==> config.mk <==
export PLATFORM = sky130hd
export DESIGN_NAME = overlay_pixel_alpha_blend
export DESIGN_NICKNAME = d
export VERILOG_FILES = /design/src/sv/opab_pkg.sv /design/src/sv/opab_cfg.sv /design/src/sv/opab_blend.sv /design/src/sv/overlay_pixel_alpha_blend.sv
export SDC_FILE = /design/constraint.sdc
export NUM_CORES = 1
export LEC_CHECK = 0
export BUFFER_PORTS_ARGS = -buffer_cell sky130_fd_sc_hd__buf_2
export CORE_MARGIN = 2
export CORE_UTILIZATION = 30
export CTS_BUF_LIST = sky130_fd_sc_hd__clkbuf_2 sky130_fd_sc_hd__clkbuf_4 sky130_fd_sc_hd__clkbuf_8
export CTS_CLUSTER_SIZE = 14
export DETAILED_ROUTE_END_ITERATION = 16
export SLEW_MARGIN = 20
export SYNTH_ARGS = -nofsm -noshare
export SYNTH_HDL_FRONTEND = slang
export SYNTH_HIERARCHICAL = 1
export SYNTH_SLANG_ARGS = --single-unit
==> constraint.sdc <==
create_clock -name i_clk -period 13.1 [get_ports i_clk]
set_input_delay 0.655 -clock i_clk [delete_from_list [all_inputs] [get_ports i_clk]]
set_output_delay 0.655 -clock i_clk [all_outputs]
set_load 0.02 [all_outputs]
==> src/sv/opab_pkg.sv <==
// ----------------------------------------------------------------------------
// opab_pkg
// shared types, codes and channel arithmetic for the overlay alpha blender
// ----------------------------------------------------------------------------
`default_nettype none

package opab_pkg;

    localparam int unsigned PIX_W = 32;
    localparam int unsigned CH_W  = 8;
    localparam int unsigned IDX_W = 2;

    // opcodes
    localparam logic OP_TEXT = 1'b0;
    localparam logic OP_RECT = 1'b1;

    // configuration register indexes
    localparam logic [IDX_W-1:0] CFG_FG   = 2'd0;
    localparam logic [IDX_W-1:0] CFG_BG   = 2'd1;
    localparam logic [IDX_W-1:0] CFG_FILL = 2'd2;

    // reset colours
    localparam logic [PIX_W-1:0] FG_RST   = 32'h00FF_FFFF;
    localparam logic [PIX_W-1:0] BG_RST   = 32'hFF00_0000;
    localparam logic [PIX_W-1:0] FILL_RST = 32'h0000_0000;

    localparam logic [CH_W-1:0] ALPHA_OPAQUE = 8'h00;
    localparam logic [CH_W-1:0] ALPHA_CLEAR  = 8'hFF;

    typedef struct packed {
        logic [PIX_W-1:0] fg;
        logic [PIX_W-1:0] bg;
        logic [PIX_W-1:0] fill;
    } t_colours;

    // (ch * m) >> 8
    function automatic logic [CH_W-1:0] scale_ch(input logic [CH_W-1:0] ch,
                                                 input logic [CH_W-1:0] m);
        logic [2*CH_W-1:0] prod;
        prod = ch * m;
        return prod[2*CH_W-1:CH_W];
    endfunction

    // channels scaled by (255 - alpha) unless alpha is opaque or clear
    function automatic logic [PIX_W-1:0] premultiply(input logic [PIX_W-1:0] c);
        logic [CH_W-1:0] a;
        logic [CH_W-1:0] m;
        a = c[31:24];
        m = ALPHA_CLEAR - a;
        if (a == ALPHA_OPAQUE || a == ALPHA_CLEAR) begin
            return c;
        end
        return {a, scale_ch(c[23:16], m), scale_ch(c[15:8], m), scale_ch(c[7:0], m)};
    endfunction

endpackage

`default_nettype wire

==> src/sv/opab_cfg.sv <==
// ----------------------------------------------------------------------------
// opab_cfg
// colour registers, stored already premultiplied on write
// ----------------------------------------------------------------------------
`default_nettype none

module opab_cfg (
    input  wire logic                          i_clk,
    input  wire logic                          i_rst_n,
    input  wire logic                          i_cfg_we,
    input  wire logic [opab_pkg::IDX_W-1:0]    i_cfg_idx,
    input  wire logic [opab_pkg::PIX_W-1:0]    i_cfg_data,
    output opab_pkg::t_colours                 o_colours
);

    opab_pkg::t_colours        r_colours;
    logic [opab_pkg::PIX_W-1:0] n_pm;

    assign n_pm = opab_pkg::premultiply(i_cfg_data);

    always_ff @(posedge i_clk) begin
        if (!i_rst_n) begin
            r_colours.fg   <= opab_pkg::FG_RST;
            r_colours.bg   <= opab_pkg::BG_RST;
            r_colours.fill <= opab_pkg::FILL_RST;
        end else if (i_cfg_we) begin
            unique case (i_cfg_idx)
                opab_pkg::CFG_FG:   r_colours.fg   <= n_pm;
                opab_pkg::CFG_BG:   r_colours.bg   <= n_pm;
                opab_pkg::CFG_FILL: r_colours.fill <= n_pm;
                default: begin
                end
            endcase
        end
    end

    assign o_colours = r_colours;

endmodule

`default_nettype wire

==> src/sv/opab_blend.sv <==
// ----------------------------------------------------------------------------
// opab_blend
// input register, colour select and blend, result register
// ----------------------------------------------------------------------------
`default_nettype none

module opab_blend (
    input  wire logic                          i_clk,
    input  wire logic                          i_rst_n,
    input  wire opab_pkg::t_colours            i_colours,
    input  wire logic                          i_valid,
    output logic                               o_ready,
    input  wire logic                          i_opcode,
    input  wire logic                          i_glyph_bit,
    input  wire logic [opab_pkg::PIX_W-1:0]    i_dest_pixel,
    output logic                               o_valid,
    input  wire logic                          i_ready,
    output logic                               o_write_enable,
    output logic [opab_pkg::PIX_W-1:0]         o_pixel_out
);

    logic                          r_in_valid;
    logic                          r_in_opcode;
    logic                          r_in_glyph;
    logic [opab_pkg::PIX_W-1:0]    r_in_dest;
    logic                          r_out_valid;
    logic                          r_out_we;
    logic [opab_pkg::PIX_W-1:0]    r_out_pixel;

    logic                          out_free;
    logic [opab_pkg::PIX_W-1:0]    colour;
    logic [opab_pkg::CH_W-1:0]     alpha;
    logic [opab_pkg::PIX_W-1:0]    dest_scaled;
    logic [opab_pkg::PIX_W-1:0]    blended;
    logic                          n_we;
    logic [opab_pkg::PIX_W-1:0]    n_pixel;

    assign out_free = !r_out_valid || i_ready;
    assign o_ready  = !r_in_valid || out_free;

    always_ff @(posedge i_clk) begin
        if (!i_rst_n) begin
            r_in_valid <= 1'b0;
        end else if (o_ready) begin
            r_in_valid <= i_valid;
        end
    end

    always_ff @(posedge i_clk) begin
        if (i_valid && o_ready) begin
            r_in_opcode <= i_opcode;
            r_in_glyph  <= i_glyph_bit;
            r_in_dest   <= i_dest_pixel;
        end
    end

    always_comb begin
        if (r_in_opcode == opab_pkg::OP_RECT) begin
            colour = i_colours.fill;
        end else if (r_in_glyph) begin
            colour = i_colours.fg;
        end else begin
            colour = i_colours.bg;
        end
    end

    assign alpha       = colour[31:24];
    assign dest_scaled = {8'h00,
                          opab_pkg::scale_ch(r_in_dest[23:16], alpha),
                          opab_pkg::scale_ch(r_in_dest[15:8], alpha),
                          opab_pkg::scale_ch(r_in_dest[7:0], alpha)};
    assign blended     = {8'h00, colour[23:0]} + dest_scaled;

    always_comb begin
        n_we    = 1'b1;
        n_pixel = blended;
        if (r_in_opcode == opab_pkg::OP_TEXT) begin
            if (alpha == opab_pkg::ALPHA_OPAQUE) begin
                n_pixel = colour;
            end else if (alpha == opab_pkg::ALPHA_CLEAR) begin
                n_we    = 1'b0;
                n_pixel = '0;
            end
        end
    end

    always_ff @(posedge i_clk) begin
        if (!i_rst_n) begin
            r_out_valid <= 1'b0;
        end else if (out_free) begin
            r_out_valid <= r_in_valid;
        end
    end

    always_ff @(posedge i_clk) begin
        if (out_free && r_in_valid) begin
            r_out_we    <= n_we;
            r_out_pixel <= n_pixel;
        end
    end

    assign o_valid        = r_out_valid;
    assign o_write_enable = r_out_we;
    assign o_pixel_out    = r_out_pixel;

`ifndef SYNTHESIS
    a_suppressed_zero: assert property (@(posedge i_clk) disable iff (!i_rst_n)
        r_out_valid && !r_out_we |-> r_out_pixel == '0)
        else $error("suppressed write carries non-zero pixel");

    a_in_capture: assert property (@(posedge i_clk) disable iff (!i_rst_n)
        i_valid && o_ready |=> r_in_valid)
        else $error("accepted transfer not held in input register");

    a_in_advance: assert property (@(posedge i_clk) disable iff (!i_rst_n)
        r_in_valid && out_free |=> r_out_valid)
        else $error("input register did not advance to result register");

    a_blend_top: assert property (@(posedge i_clk) disable iff (!i_rst_n)
        r_out_valid |-> r_out_pixel[31:25] == '0 || r_out_we)
        else $error("unexpected high pixel bits on suppressed write");
`endif

endmodule

`default_nettype wire

==> src/sv/overlay_pixel_alpha_blend.sv <==
// ----------------------------------------------------------------------------
// overlay_pixel_alpha_blend
// pipeline: an input transfer is held in the input reg, its result then in the result reg
// throughput: 1 pixel per cycle unless i_ready stalls the output, set by the single blend stage between them
// colours are premultiplied as they are written, so a pixel needs one pass
// reset: synchronous active low, clears both valid flags and loads reset colours
// ----------------------------------------------------------------------------
`default_nettype none

module overlay_pixel_alpha_blend (
    input  wire logic                          i_clk,
    input  wire logic                          i_rst_n,
    input  wire logic                          i_cfg_we,
    input  wire logic [opab_pkg::IDX_W-1:0]    i_cfg_idx,
    input  wire logic [opab_pkg::PIX_W-1:0]    i_cfg_data,
    input  wire logic                          i_valid,
    output logic                               o_ready,
    input  wire logic                          i_opcode,
    input  wire logic                          i_glyph_bit,
    input  wire logic [opab_pkg::PIX_W-1:0]    i_dest_pixel,
    output logic                               o_valid,
    input  wire logic                          i_ready,
    output logic                               o_write_enable,
    output logic [opab_pkg::PIX_W-1:0]         o_pixel_out
);

    opab_pkg::t_colours colours;

    opab_cfg u_cfg (
        .i_clk      (i_clk),
        .i_rst_n    (i_rst_n),
        .i_cfg_we   (i_cfg_we),
        .i_cfg_idx  (i_cfg_idx),
        .i_cfg_data (i_cfg_data),
        .o_colours  (colours)
    );

    opab_blend u_blend (
        .i_clk          (i_clk),
        .i_rst_n        (i_rst_n),
        .i_colours      (colours),
        .i_valid        (i_valid),
        .o_ready        (o_ready),
        .i_opcode       (i_opcode),
        .i_glyph_bit    (i_glyph_bit),
        .i_dest_pixel   (i_dest_pixel),
        .o_valid        (o_valid),
        .i_ready        (i_ready),
        .o_write_enable (o_write_enable),
        .o_pixel_out    (o_pixel_out)
    );

endmodule

`default_nettype wire
# Yosys cells after proc, flatten, opt, wreduce, memory -nomap -nowiden
# Cells that the tools add are included.
# classes
add_sub_neg	2
multipliers	6
n_eq_ne	4
muxes	9
n_reduce_logical	14
# ops
op	count
2-to-1 mux 32 bit	7
multiplier 8 x 8 -> 16 bit	6
adder 24 x 24 -> 25 bit	1
equality test 8 bit (second input constant)	2
logical NOT 8 bit	2
subtractor 8 bit (first input constant)	1
AND reduction 2 bit	3
logical OR 1 bit	3
equality test 2 x 1 -> 1 bit (second input constant)	1
equality test 2 bit (second input constant)	1
logical AND 1 bit	2
logical NOT 1 bit	2
logical NOT 2 bit	1
2-to-1 mux 1 bit	2
OR reduction 2 bit	1
# word_totals
register_bits	157
in_bits	73
output_inout_bits	35
word_cells	45

# Longest topological paths before layout
# Gate-level depths: netlist (run 1).
# logic_depth
depth_word	7
depth_mapped	33
mapped_depth_nobuf	29

# Modules after synthesis
# Netlist (run 1), hierarchy kept.
# modules_own_cells
mod	instances	cells_each	area_per_inst_um2	seq_area_each_um2
opab_cfg	1	1132	9875.7	1921.8
opab_blend	1	1027	9851.9	1811.7

# Least setup slack after synthesis (run 1)
# Ideal clock, no wire load.
# synth_path
kind	reg-to-reg
start	register u_blend.r_in_glyph
end	register u_blend.r_out_pixel, in the netlist u_blend/o_pixel_out[22], data pin
setup_time_ns	0.135
arrival_time_ns	7.350
t_required_ns	12.965
setup_slack_ns	5.615
stages_incl_launch_ff	30
path_buffers	3
period_less_slack_ns	7.485
cell_sequence	edfxtp_1 buf_2 buf_6 mux2_4 mux2_2 clkbuf_1 and2_1 fa_1 fa_1 fa_1 inv_1 fa_1 inv_1 ha_1 a21oi_1 nand2b_1 o311a_4 a311o_1 a21o_1 a21oi_2 xnor2_1 ha_1 and4_1 o21a_1 o31a_1 o211ai_1 a31oi_1 a41o_1 or4b_1 nand3_1
# synth_between
elab_chain_cells	7
word_cells_on_any_way	11
classes_between	add/sub: 1; mul: 3; eq/ne: 1; mux: 5; reduce/logical: 1
# synth_lines
item	line_no	source
start, declared	opab_blend.sv:24	logic r_in_glyph;
start signal, assigned	opab_blend.sv:52	r_in_glyph <= i_glyph_bit;
2-to-1 mux 32 bit *	opab_blend.sv:60	end else if (r_in_glyph) begin
2-to-1 mux 32 bit *	opab_blend.sv:58	if (r_in_opcode == opab_pkg::OP_RECT) begin
multiplier 8 x 8 -> 16 bit	opab_pkg.sv:40	prod = ch * m;
adder 24 x 24 -> 25 bit	opab_blend.sv:72	assign blended = {8'h00, colour[23:0]} + dest_scaled;
2-to-1 mux 32 bit	opab_blend.sv:80	end else if (alpha == opab_pkg::ALPHA_CLEAR) begin
2-to-1 mux 32 bit	opab_blend.sv:78	if (alpha == opab_pkg::ALPHA_OPAQUE) begin
2-to-1 mux 32 bit *	opab_blend.sv:77	if (r_in_opcode == opab_pkg::OP_TEXT) begin
net u_blend.n_pixel, one bit	opab_blend.sv:36	logic [opab_pkg::PIX_W-1:0] n_pixel;
end signal, assigned	opab_blend.sv:98	r_out_pixel <= n_pixel;
end, declared	opab_blend.sv:28	logic [opab_pkg::PIX_W-1:0] r_out_pixel;
# The timed path passes the listed nets; every way through them passes the cells marked *.
# A chain may end at the register's enable or synchronous reset.

# Final worst setup path (run 1)
# Ends and elaborated chain as after synthesis.

==> results_dict.tcl, run 1 <==
set metrics [dict create \
    max_freq_mhz 117 \
    multi_input_area_sq_um 14500 \
    track_usage 0.155 \
    worst-path-stages 28 \
    cts_tree "yes" \
    peakVddDrop_mv 0.0673 \
    synth_ff_type "dfxtp_1" \
    seq_area_frac_synth 0.189 \
    timing.final.crit_share 0.652 \
    min_to "u_blend/r_in_dest[7]$_DFFE_PP_" \
    cts.clk_slew.worst_paths_ns 0.10 \
    setup_ws_ns 4.56 \
    cts_num_sinks 157 \
    maxCapViolations 0 \
    netlist_top_cells_area "fa_1 21%, ha_1 14%, dfxtp_1 9.9%" \
    p_total_mw 2.89 \
    cp.required_ns 13.47 \
    drt_iter0_drc 913 \
    io_pins 108 \
    start_util 0.302 \
    crit_arrival_ns 8.90 \
    gp_congestion 0.885 \
    crit_path_end_kind "flip-flop" \
    max_slew_margin 0.306 \
    via_per_inst 4.93 \
    grt_pass1_vias 15800 \
    cp_common_cell "fa_1" \
    skew_ns 0.0194 \
    die_area_sq_um 67800 \
    fp.coreArea_sq_um 65400 \
    cp_top_family "adder cells" \
    clk_latency_ns 0.50 \
    rr_startpoint "u_blend/r_in_glyph$_DFFE_PP_" \
    p_per_area_nw_per_um2 134 \
    cts_htree_levels 4 \
    syn_area_sq_um 19700 \
    start_kind "flip-flop" \
    crit_buf_inv 4 \
    cts_hold_buf 0 \
    grt_pass1_wl_um 83900 \
    fillers 6842 \
    grt_max_degree 64 \
    synth_edf_count 59 \
    slew_viol_final 0 \
    dpl.hpwl_um 37800 \
    dieWidth_um 260 \
    hp-start "i_dest_pixel[7]" \
    grt-ovfl-total 0 \
    area_growth_pct 8.80 \
    first_pass_iters 7 \
    regToRegEndpoint "u_blend/o_pixel_out[22]$_DFFE_PP_" \
    worstSetupPathType "flip-flop to flip-flop" \
    cts_resized 0 \
    ys_ff_latch 157 \
    fin_setup_tns_ns 0 \
    status "completed" \
    synth.distinct_cells 88 \
    drive_gt1_frac 0.0871 \
    wl_per_cell_um 16.6 \
    wirelength_um 51000 \
    rows 94 \
    hold_path.class "primary input to flip-flop" \
    max_stage_delay_ns 0.55 \
    clk_path_buf_depth 2 \
    synth.top_cell.area_share 0.214 \
    holdPathStages 1 \
    cts_made_buffers 17 \
    pre_cts_ws_ns 4.68 \
    vias 15200 \
    die_y_um 260 \
    drc 0 \
    post-cts-setup-buffers 0 \
    seq_area_sq_um 3730 \
    worstMarginPinSlew_ns 1.04 \
    antenna_found_initial 4 \
    leakage_nw 9.94 \
    postSynth.asyncResetShare 0 \
    worst-path-max-fanout 32 \
    syn_inst 2159 \
    fin_nets 2710 \
    hold_viol 0 \
    min_period_ns 8.54 \
    setup_viol 0 \
    rsz0062_at_grt "no" \
    yosysTopAreaCell "fa_1" \
    syn_area_per_cell_sq_um 9.14 \
    r2r_slack_ns 4.56 \
    yosys_warnings 6 \
    root_buffer "clkbuf_8" \
    postRouteAntennaNets 0 \
    port-buffer-count 99 \
    slowest_stage "fa_1" \
    reg2reg_depth 28 \
]
==> final cells by class <==
class	count	share of cell area
Timing Repair Buffer	112	0.0286
Antenna cell	1	0.000117
Tap cell	864	0.0504
Clock inverter	14	0.00723
Multi-Input combinational cell	1618	0.676
Clock buffer	18	0.0113
Sequential cell	157	0.174
Inverter	298	0.0521
==> Yosys cell counts (all sizes together), types with 30 or more instances <==
| cell type | number |
|---|---|
| edfxtp | 59 |
| mux2i | 56 |
| nand2 | 153 |
| clkbuf | 73 |
| o21ai | 92 |
| a21oi | 127 |
| nor3 | 30 |
| and2 | 100 |
| inv | 298 |
| ha | 222 |
| nor2b | 193 |
| nor2 | 46 |
| nand2b | 54 |
| dfxtp | 98 |
| fa | 211 |
| xnor2 | 33 |
==> layer usage <==
layer	track usage	share of wire	vias up
met5	0	0.00065	-
met4	0.0408	0.014	6
met3	0.0189	0.038	58
met2	0.264	0.48	310
met1	0.207	0.47	7561
li1	-	-	7266
==> flip-flops by register name (all words and copies together), names as in the netlist <==
signal and cells:
u_blend/o_valid 1, u_blend/r_in_valid 1, u_blend/o_pixel_out 32, u_blend/r_in_opcode 1
u_blend/r_in_glyph 1, u_blend/r_in_dest 24, u_cfg/o_colours 96, u_blend/o_write_enable 1
==> worst reg2reg max path: cells and delay by family (launching register included) <==
family                   cells  cell delay, ns
multiplexers                 2            0.73
XOR/XNOR                     1            0.16
AND/OR/NAND/NOR              5            1.07
adder cells (fa/ha/maj)      6            2.74
buffers and inverters        4            0.83
flip-flops                   1            0.33
AO/OA/AOI/OAI               10            2.57
==> worst max path at each step <==
stage / from / end / slack (ns)
floorplan: u_blend/r_in_glyph$_DFFE_PP_ / u_blend/o_pixel_out[22]$_DFFE_PP_ / 5.62
global placement: u_blend/r_in_glyph$_DFFE_PP_ / u_blend/o_pixel_out[22]$_DFFE_PP_ / 4.72
detailed placement: u_blend/r_in_glyph$_DFFE_PP_ / u_blend/o_pixel_out[22]$_DFFE_PP_ / 4.68
CTS: u_blend/r_in_glyph$_DFFE_PP_ / u_blend/o_pixel_out[22]$_DFFE_PP_ / 4.64
global route: u_blend/r_in_glyph$_DFFE_PP_ / u_blend/o_pixel_out[22]$_DFFE_PP_ / 4.24
finish: u_blend/r_in_glyph$_DFFE_PP_ / u_blend/o_pixel_out[22]$_DFFE_PP_ / 4.56
==> logic make-up (layout without fill, tap and decap cells) <==
| family | after synthesis | count (layout) | share of synthesized area |
|---|---|---|---|
| buffers and inverters | 390 | 442 | 0.0772 |
| AND/OR/NAND/NOR | 660 | 660 | 0.187 |
| adder cells (fa/ha/maj) | 433 | 433 | 0.355 |
| AO/OA/AOI/OAI | 392 | 392 | 0.129 |
| flip-flops | 157 | 157 | 0.189 |
| other | 1 | 8 | 0.000190 |
| XOR/XNOR | 55 | 55 | 0.0244 |
| multiplexers | 71 | 71 | 0.0388 |
==> metrics by stage <==
step / utilization / cell area [sq um] / hold slack (ns) / std cells
global placement: 0.322 / 21000 / 0.440 / 3048
finish: 0.328 / 21500 / 0.325 / 3082
CTS: 0.328 / 21500 / 0.285 / 3081
global route: 0.328 / 21500 / 0.297 / 3082
detailed placement: 0.322 / 21100 / 0.447 / 3049
floorplan: - / 19800 / 0.433 / 2165
==> placed cells by master (no fill, tap or decap), types with 30 or more instances in the layout <==
cell type	Yosys	final
o21ai_0	71	71
and2_1	100	100
buf_2	9	99
nand2b_1	54	54
nand2_1	151	151
mux2i_1	54	54
nor2b_1	193	192
nor3_1	30	30
dfxtp_1	98	98
a21oi_1	122	122
fa_1	211	211
inv_1	297	297
nor2_1	44	43
edfxtp_1	59	59
ha_1	222	222
xnor2_1	33	33
==> report_power, final <==
group,switching [mW],leakage [nW],internal (mW)
Clock,0.207,0.210,0.176
Combinational,1.13,8.36,0.748
Sequential,0.0382,1.36,0.590
Total,1.37,9.94,1.51
No activity file was read; power rests on OpenSTA's default activity.
==> run 2, diff against run 1 <==
==> constraint.sdc (replaced) <==
create_clock -name i_clk -period 7 [get_ports i_clk]
set_input_delay 0.35 -clock i_clk [delete_from_list [all_inputs] [get_ports i_clk]]
set_output_delay 0.35 -clock i_clk [all_outputs]
set_load 0.02 [all_outputs]
==> results_dict.tcl, run 2 (same netlist as run 1, synthesis figures left out) <==
set metrics [dict create \
    seq_area_sq_um 3730 \
    pre_cts_ws_ns -0.327 \
    peakVddDrop_mv 0.158 \
    crit_arrival_ns 7.37 \
    start_util 0.302 \
    largest_register_ffs 96 \
    violations "negative setup slack" \
    grt.met3_usage 0.0162 \
    fillers 6675 \
    grt-ovfl-total 0 \
    grt_pass1_wl_um 86800 \
    setup_viol 9 \
    antenna_found_initial 2 \
    min_period_ns 7.17 \
    cts_made_buffers 17 \
    cts_tree "yes" \
    multi_input_area_sq_um 15000 \
    rsz0062_at_grt "yes" \
    top_usage_layer "met2" \
    drive_gt1_frac 0.170 \
    use_met2 0.263 \
    start_kind "flip-flop" \
    fp.coreArea_sq_um 65400 \
    max_slew_margin 0.376 \
    maxCapViolations 0 \
    grt_max_degree 64 \
    cts_htree_levels 4 \
    final_common_cell "inv_1" \
    drc 0 \
    root_buffer "clkbuf_8" \
    fin_setup_tns_ns -0.751 \
    die_area_sq_um 67800 \
    dpl.hpwl_um 39800 \
    die_y_um 260 \
    max_freq_mhz 139 \
    gp_congestion 0.847 \
    cts.clk_slew.worst_paths_ns 0.10 \
    dieWidth_um 260 \
    cp.required_ns 7.20 \
    fin_hold_ws_ns 0.0786 \
    status "finished with violations" \
    grt_pass1_vias 16600 \
    slew_viol_final 0 \
    most-common-layout-cells "290 x inv_1, 213 x ha_1, 207 x fa_1, 189 x nor2b_1, 148 x nand2_1" \
    skew_ns 0.0183 \
    clk_path_buf_depth 2 \
    setup_ws_ns -0.169 \
    worst-path-max-fanout 5 \
    crit_path_end_kind "flip-flop" \
    io_pins 108 \
    hold_viol 0 \
    worstMarginPinSlew_ns 0.936 \
    wl_per_cell_um 16.3 \
    first_pass_iters 5 \
    hold_path.class "primary input to flip-flop" \
    cts_num_sinks 157 \
    port-buffer-count 99 \
    leakage_nw 10.8 \
    track_usage 0.159 \
    area_growth_pct 17.5 \
    worstSetupPathType "flip-flop to flip-flop" \
    rows 94 \
    vias 15800 \
    fin_nets 2867 \
    insertedDiodeCount 0 \
    p_per_area_nw_per_um2 253 \
    use_met1 0.224 \
    via_per_inst 4.88 \
    utilization 0.355 \
    postRouteAntennaNets 0 \
    p_total_mw 5.86 \
    timing.final.crit_share 1.02 \
    wirelength_um 52800 \
    clk_latency_ns 0.50 \
    drt_iter0_drc 771 \
]
run 2: cell types whose count changed in the layout (fill, tap and decap cells not counted), moves of 6 or more:
| cell | delta |
|---|---|
| a21oi_1 | -15 |
| a21oi_2 | +13 |
| and2_1 | -9 |
| and2_4 | +9 |
| buf_4 | +117 |
| buf_6 | +9 |
| dlygate4sd3_1 | +25 |
| ha_1 | -9 |
| inv_1 | -7 |
| inv_2 | +7 |
| mux2_4 | +6 |
run 2: per-layer routing:
metal	wire length (um)	vias to the layer above
met3	2100	53
met5	27	-
met4	764	4
li1	-	7588
met1	25400	7803
met2	24500	345
run 2: timing repair:
action,CTS,global route
endpoints found under the setup margin,12,16
hold buffers,25,0
cloned,2,0
pin swaps,38,34
resized for setup,57,46
setup buffers,16,13
endpoints found under the hold margin,25,0
run 2: per-stage QoR:
step,instance area (sq um),instances
6_report,23200,3238
5_1_grt,23200,3238
4_1_cts,22900,3225
3_5_place_dp,21900,3150
3_3_place_gp,21900,3150
2_1_floorplan,19800,2165
run 2: worst max-delay path: stages, from the launching register on:
cell	delay (ns)
edfxtp_1	0.51
buf_6	0.19
mux2_4	0.34
mux2_4	0.34
and2_4	0.18
fa_1	0.52
fa_1	0.43
fa_1	0.49
inv_1	0.05
fa_1	0.49
inv_2	0.05
ha_4	0.22
a21oi_4	0.16
nand2b_1	0.09
o311a_4	0.32
a311o_1	0.30
a21o_1	0.20
a21oi_2	0.14
xnor2_1	0.09
ha_1	0.29
and4_1	0.19
o21a_1	0.12
o31a_1	0.21
o211ai_1	0.14
a31oi_2	0.31
buf_4	0.19
xnor2_1	0.14
o22ai_1	0.17
run 2: layout make-up:
class,count,share of cell area
Multi-Input combinational cell,1620,0.646
Clock inverter,13,0.00432
Timing Repair Buffer,267,0.0824
Tap cell,864,0.0466
Sequential cell,157,0.161
Clock buffer,19,0.0113
Inverter,298,0.0482
run 2: worst paths after layout:
kind / from / to / slack [ns] / depth (start not counted)
max: u_blend/r_in_glyph$_DFFE_PP_ / u_blend/o_pixel_out[14]$_DFFE_PP_ / -0.17 / 27
min: i_glyph_bit / u_blend/r_in_glyph$_DFFE_PP_ / 0.08 / 1
max reg2reg: u_blend/r_in_glyph$_DFFE_PP_ / u_blend/o_pixel_out[14]$_DFFE_PP_ / -0.17 / 27
min reg2reg: u_cfg/o_colours[89]$_SDFFE_PN0P_ / u_cfg/o_colours[89]$_SDFFE_PN0P_ / 0.46 / 2
run 2: where the power goes:
part / internal (mW) / switching (mW)
registers: 1.11 / 0.0779
logic: 1.76 / 2.25
clock network: 0.271 / 0.392
==> run 3, diff against run 2 <==
--- a/config.mk
+++ b/config.mk
@@ -11,6 +11,7 @@
 export CTS_BUF_LIST = sky130_fd_sc_hd__clkbuf_2 sky130_fd_sc_hd__clkbuf_4 sky130_fd_sc_hd__clkbuf_8
 export CTS_CLUSTER_SIZE = 14
 export DETAILED_ROUTE_END_ITERATION = 16
+export SETUP_SLACK_MARGIN = 0.15
 export SLEW_MARGIN = 20
 export SYNTH_ARGS = -nofsm -noshare
 export SYNTH_HDL_FRONTEND = slang
==> results_dict.tcl, run 3 (same netlist as run 1, synthesis figures left out) <==
set metrics [dict create \
    status "finished with violations" \
    violations "negative setup slack" \
    dpl.hpwl_um 39500 \
    grt_max_degree 64 \
    die_y_um 260 \
    drive_gt1_frac 0.168 \
    grt.met3_usage 0.0226 \
    drc 0 \
    use_met1 0.223 \
    setup_viol 11 \
    gp_congestion 0.878 \
    cts_made_buffers 17 \
    dieWidth_um 260 \
    max_stage_delay_ns 0.54 \
    vias 15700 \
    clk_path_buf_depth 2 \
    slew_viol_final 0 \
    wirelength_um 52200 \
    pre_cts_ws_ns -0.324 \
    postRouteAntennaNets 0 \
    cp.required_ns 7.37 \
    drt_iter0_drc 757 \
    fin_setup_tns_ns -1.34 \
    max_slew_margin 0.332 \
    min_to "u_blend/r_in_glyph$_DFFE_PP_" \
    peakVddDrop_mv 0.160 \
    p_per_area_nw_per_um2 255 \
    grt_pass1_wl_um 85700 \
    track_usage 0.157 \
    die_area_sq_um 67800 \
    wl_per_cell_um 16.2 \
    largest_register_ffs 96 \
    fillers 6682 \
    grt_pass1_vias 16400 \
    cts_num_sinks 157 \
    reg2reg_depth 28 \
    leakage_nw 10.8 \
    setup_ws_ns -0.244 \
    most-common-layout-cells "291 x inv_1, 214 x ha_1, 208 x fa_1, 190 x nor2b_1, 147 x nand2_1" \
    via_per_inst 4.84 \
    hold_viol 0 \
    crit_arrival_ns 7.61 \
    cts_htree_levels 4 \
    start_kind "flip-flop" \
    holdPathStages 1 \
    cp_common_cell "ha_1" \
    max_freq_mhz 138 \
    worstSetupPathType "flip-flop to flip-flop" \
    use_met2 0.256 \
    top_usage_layer "met2" \
    fin_nets 2860 \
    clk_latency_ns 0.50 \
    timing.final.crit_share 1.03 \
    hold_path.class "primary input to flip-flop" \
    min_period_ns 7.24 \
    grt-ovfl-total 0 \
    rows 94 \
    worstMarginPinSlew_ns 0.998 \
    crit_path_end_kind "flip-flop" \
    hp-start "i_glyph_bit" \
    utilization 0.355 \
    fp.coreArea_sq_um 65400 \
    cp_top_family "adder cells" \
    area_growth_pct 17.5 \
    port-buffer-count 99 \
    regToRegEndpoint "u_blend/o_pixel_out[22]$_DFFE_PP_" \
    skew_ns 0.0244 \
    crit_buf_inv 5 \
    maxCapViolations 0 \
    start_util 0.302 \
    rsz0062_at_grt "yes" \
    io_pins 108 \
    slowest_stage "edfxtp_1" \
    cts_tree "yes" \
    first_pass_iters 5 \
    rr_startpoint "u_blend/r_in_glyph$_DFFE_PP_" \
    r2r_slack_ns -0.24 \
    root_buffer "clkbuf_8" \
    final_common_cell "inv_1" \
    cts.clk_slew.worst_paths_ns 0.09 \
    antenna_found_initial 4 \
    worst-path-max-fanout 6 \
]
==> run 3: routing by layer <==
metal,vias up,share of wire
met4,4,0.0088
met2,362,0.46
met5,-,0.00052
met3,40,0.048
li1,7567,-
met1,7684,0.48
==> run 3: cell type report <==
type	instances	area, sq um	share of cell area
clock inverters	12	128	0.00550
well taps	864	1080	0.0466
multi-input cells	1619	15000	0.646
repair buffers	261	1870	0.0806
diodes	1	2.50	0.000108
flip-flops and latches	157	3730	0.161
inverters	298	1120	0.0482
clock buffers	20	269	0.0116
==> run 3: metrics by stage <==
| stage | power (mW) | hold WS [ns] | area, sq um | std cells |
|---|---|---|---|---|
| 4_1_cts | 5.83 | 0.0409 | 22800 | 3221 |
| 3_5_place_dp | 4.97 | 0.451 | 21900 | 3148 |
| 3_3_place_gp | 4.89 | 0.440 | 21900 | 3148 |
| 2_1_floorplan | 3.82 | 0.433 | 19900 | 2165 |
| 5_1_grt | 6.48 | 0.0415 | 23200 | 3232 |
| 6_report | 5.92 | 0.0702 | 23200 | 3232 |
==> run 3: worst max path at each step <==
| stage | start | end | cells past startpoint |
|---|---|---|---|
| global placement | u_blend/r_in_glyph$_DFFE_PP_ | u_blend/o_pixel_out[22]$_DFFE_PP_ | 25 |
| detailed placement | u_blend/r_in_glyph$_DFFE_PP_ | u_blend/o_pixel_out[22]$_DFFE_PP_ | 27 |
| global route | u_blend/r_in_glyph$_DFFE_PP_ | u_blend/o_pixel_out[22]$_DFFE_PP_ | 28 |
| floorplan | u_blend/r_in_glyph$_DFFE_PP_ | u_blend/o_pixel_out[22]$_DFFE_PP_ | 30 |
| CTS | u_blend/r_in_glyph$_DFFE_PP_ | u_blend/o_pixel_out[22]$_DFFE_PP_ | 27 |
| finish | u_blend/r_in_glyph$_DFFE_PP_ | u_blend/o_pixel_out[22]$_DFFE_PP_ | 28 |
==> run 3: power by group <==
part	leakage, nW	switching [mW]	internal [mW]
clock	0.204	0.395	0.315
combinational	9.19	2.25	1.77
sequential	1.36	0.0824	1.11
==> run 3: repair_timing <==
| item | CTS | global route |
|---|---|---|
| pin swaps | 32 | 36 |
| hold endpoints to repair | 25 | 0 |
| setup endpoints to repair | 15 | 18 |
| gates cloned | 1 | 0 |
| gates resized for setup | 45 | 53 |
| setup buffers | 15 | 9 |
| hold buffers | 25 | 0 |
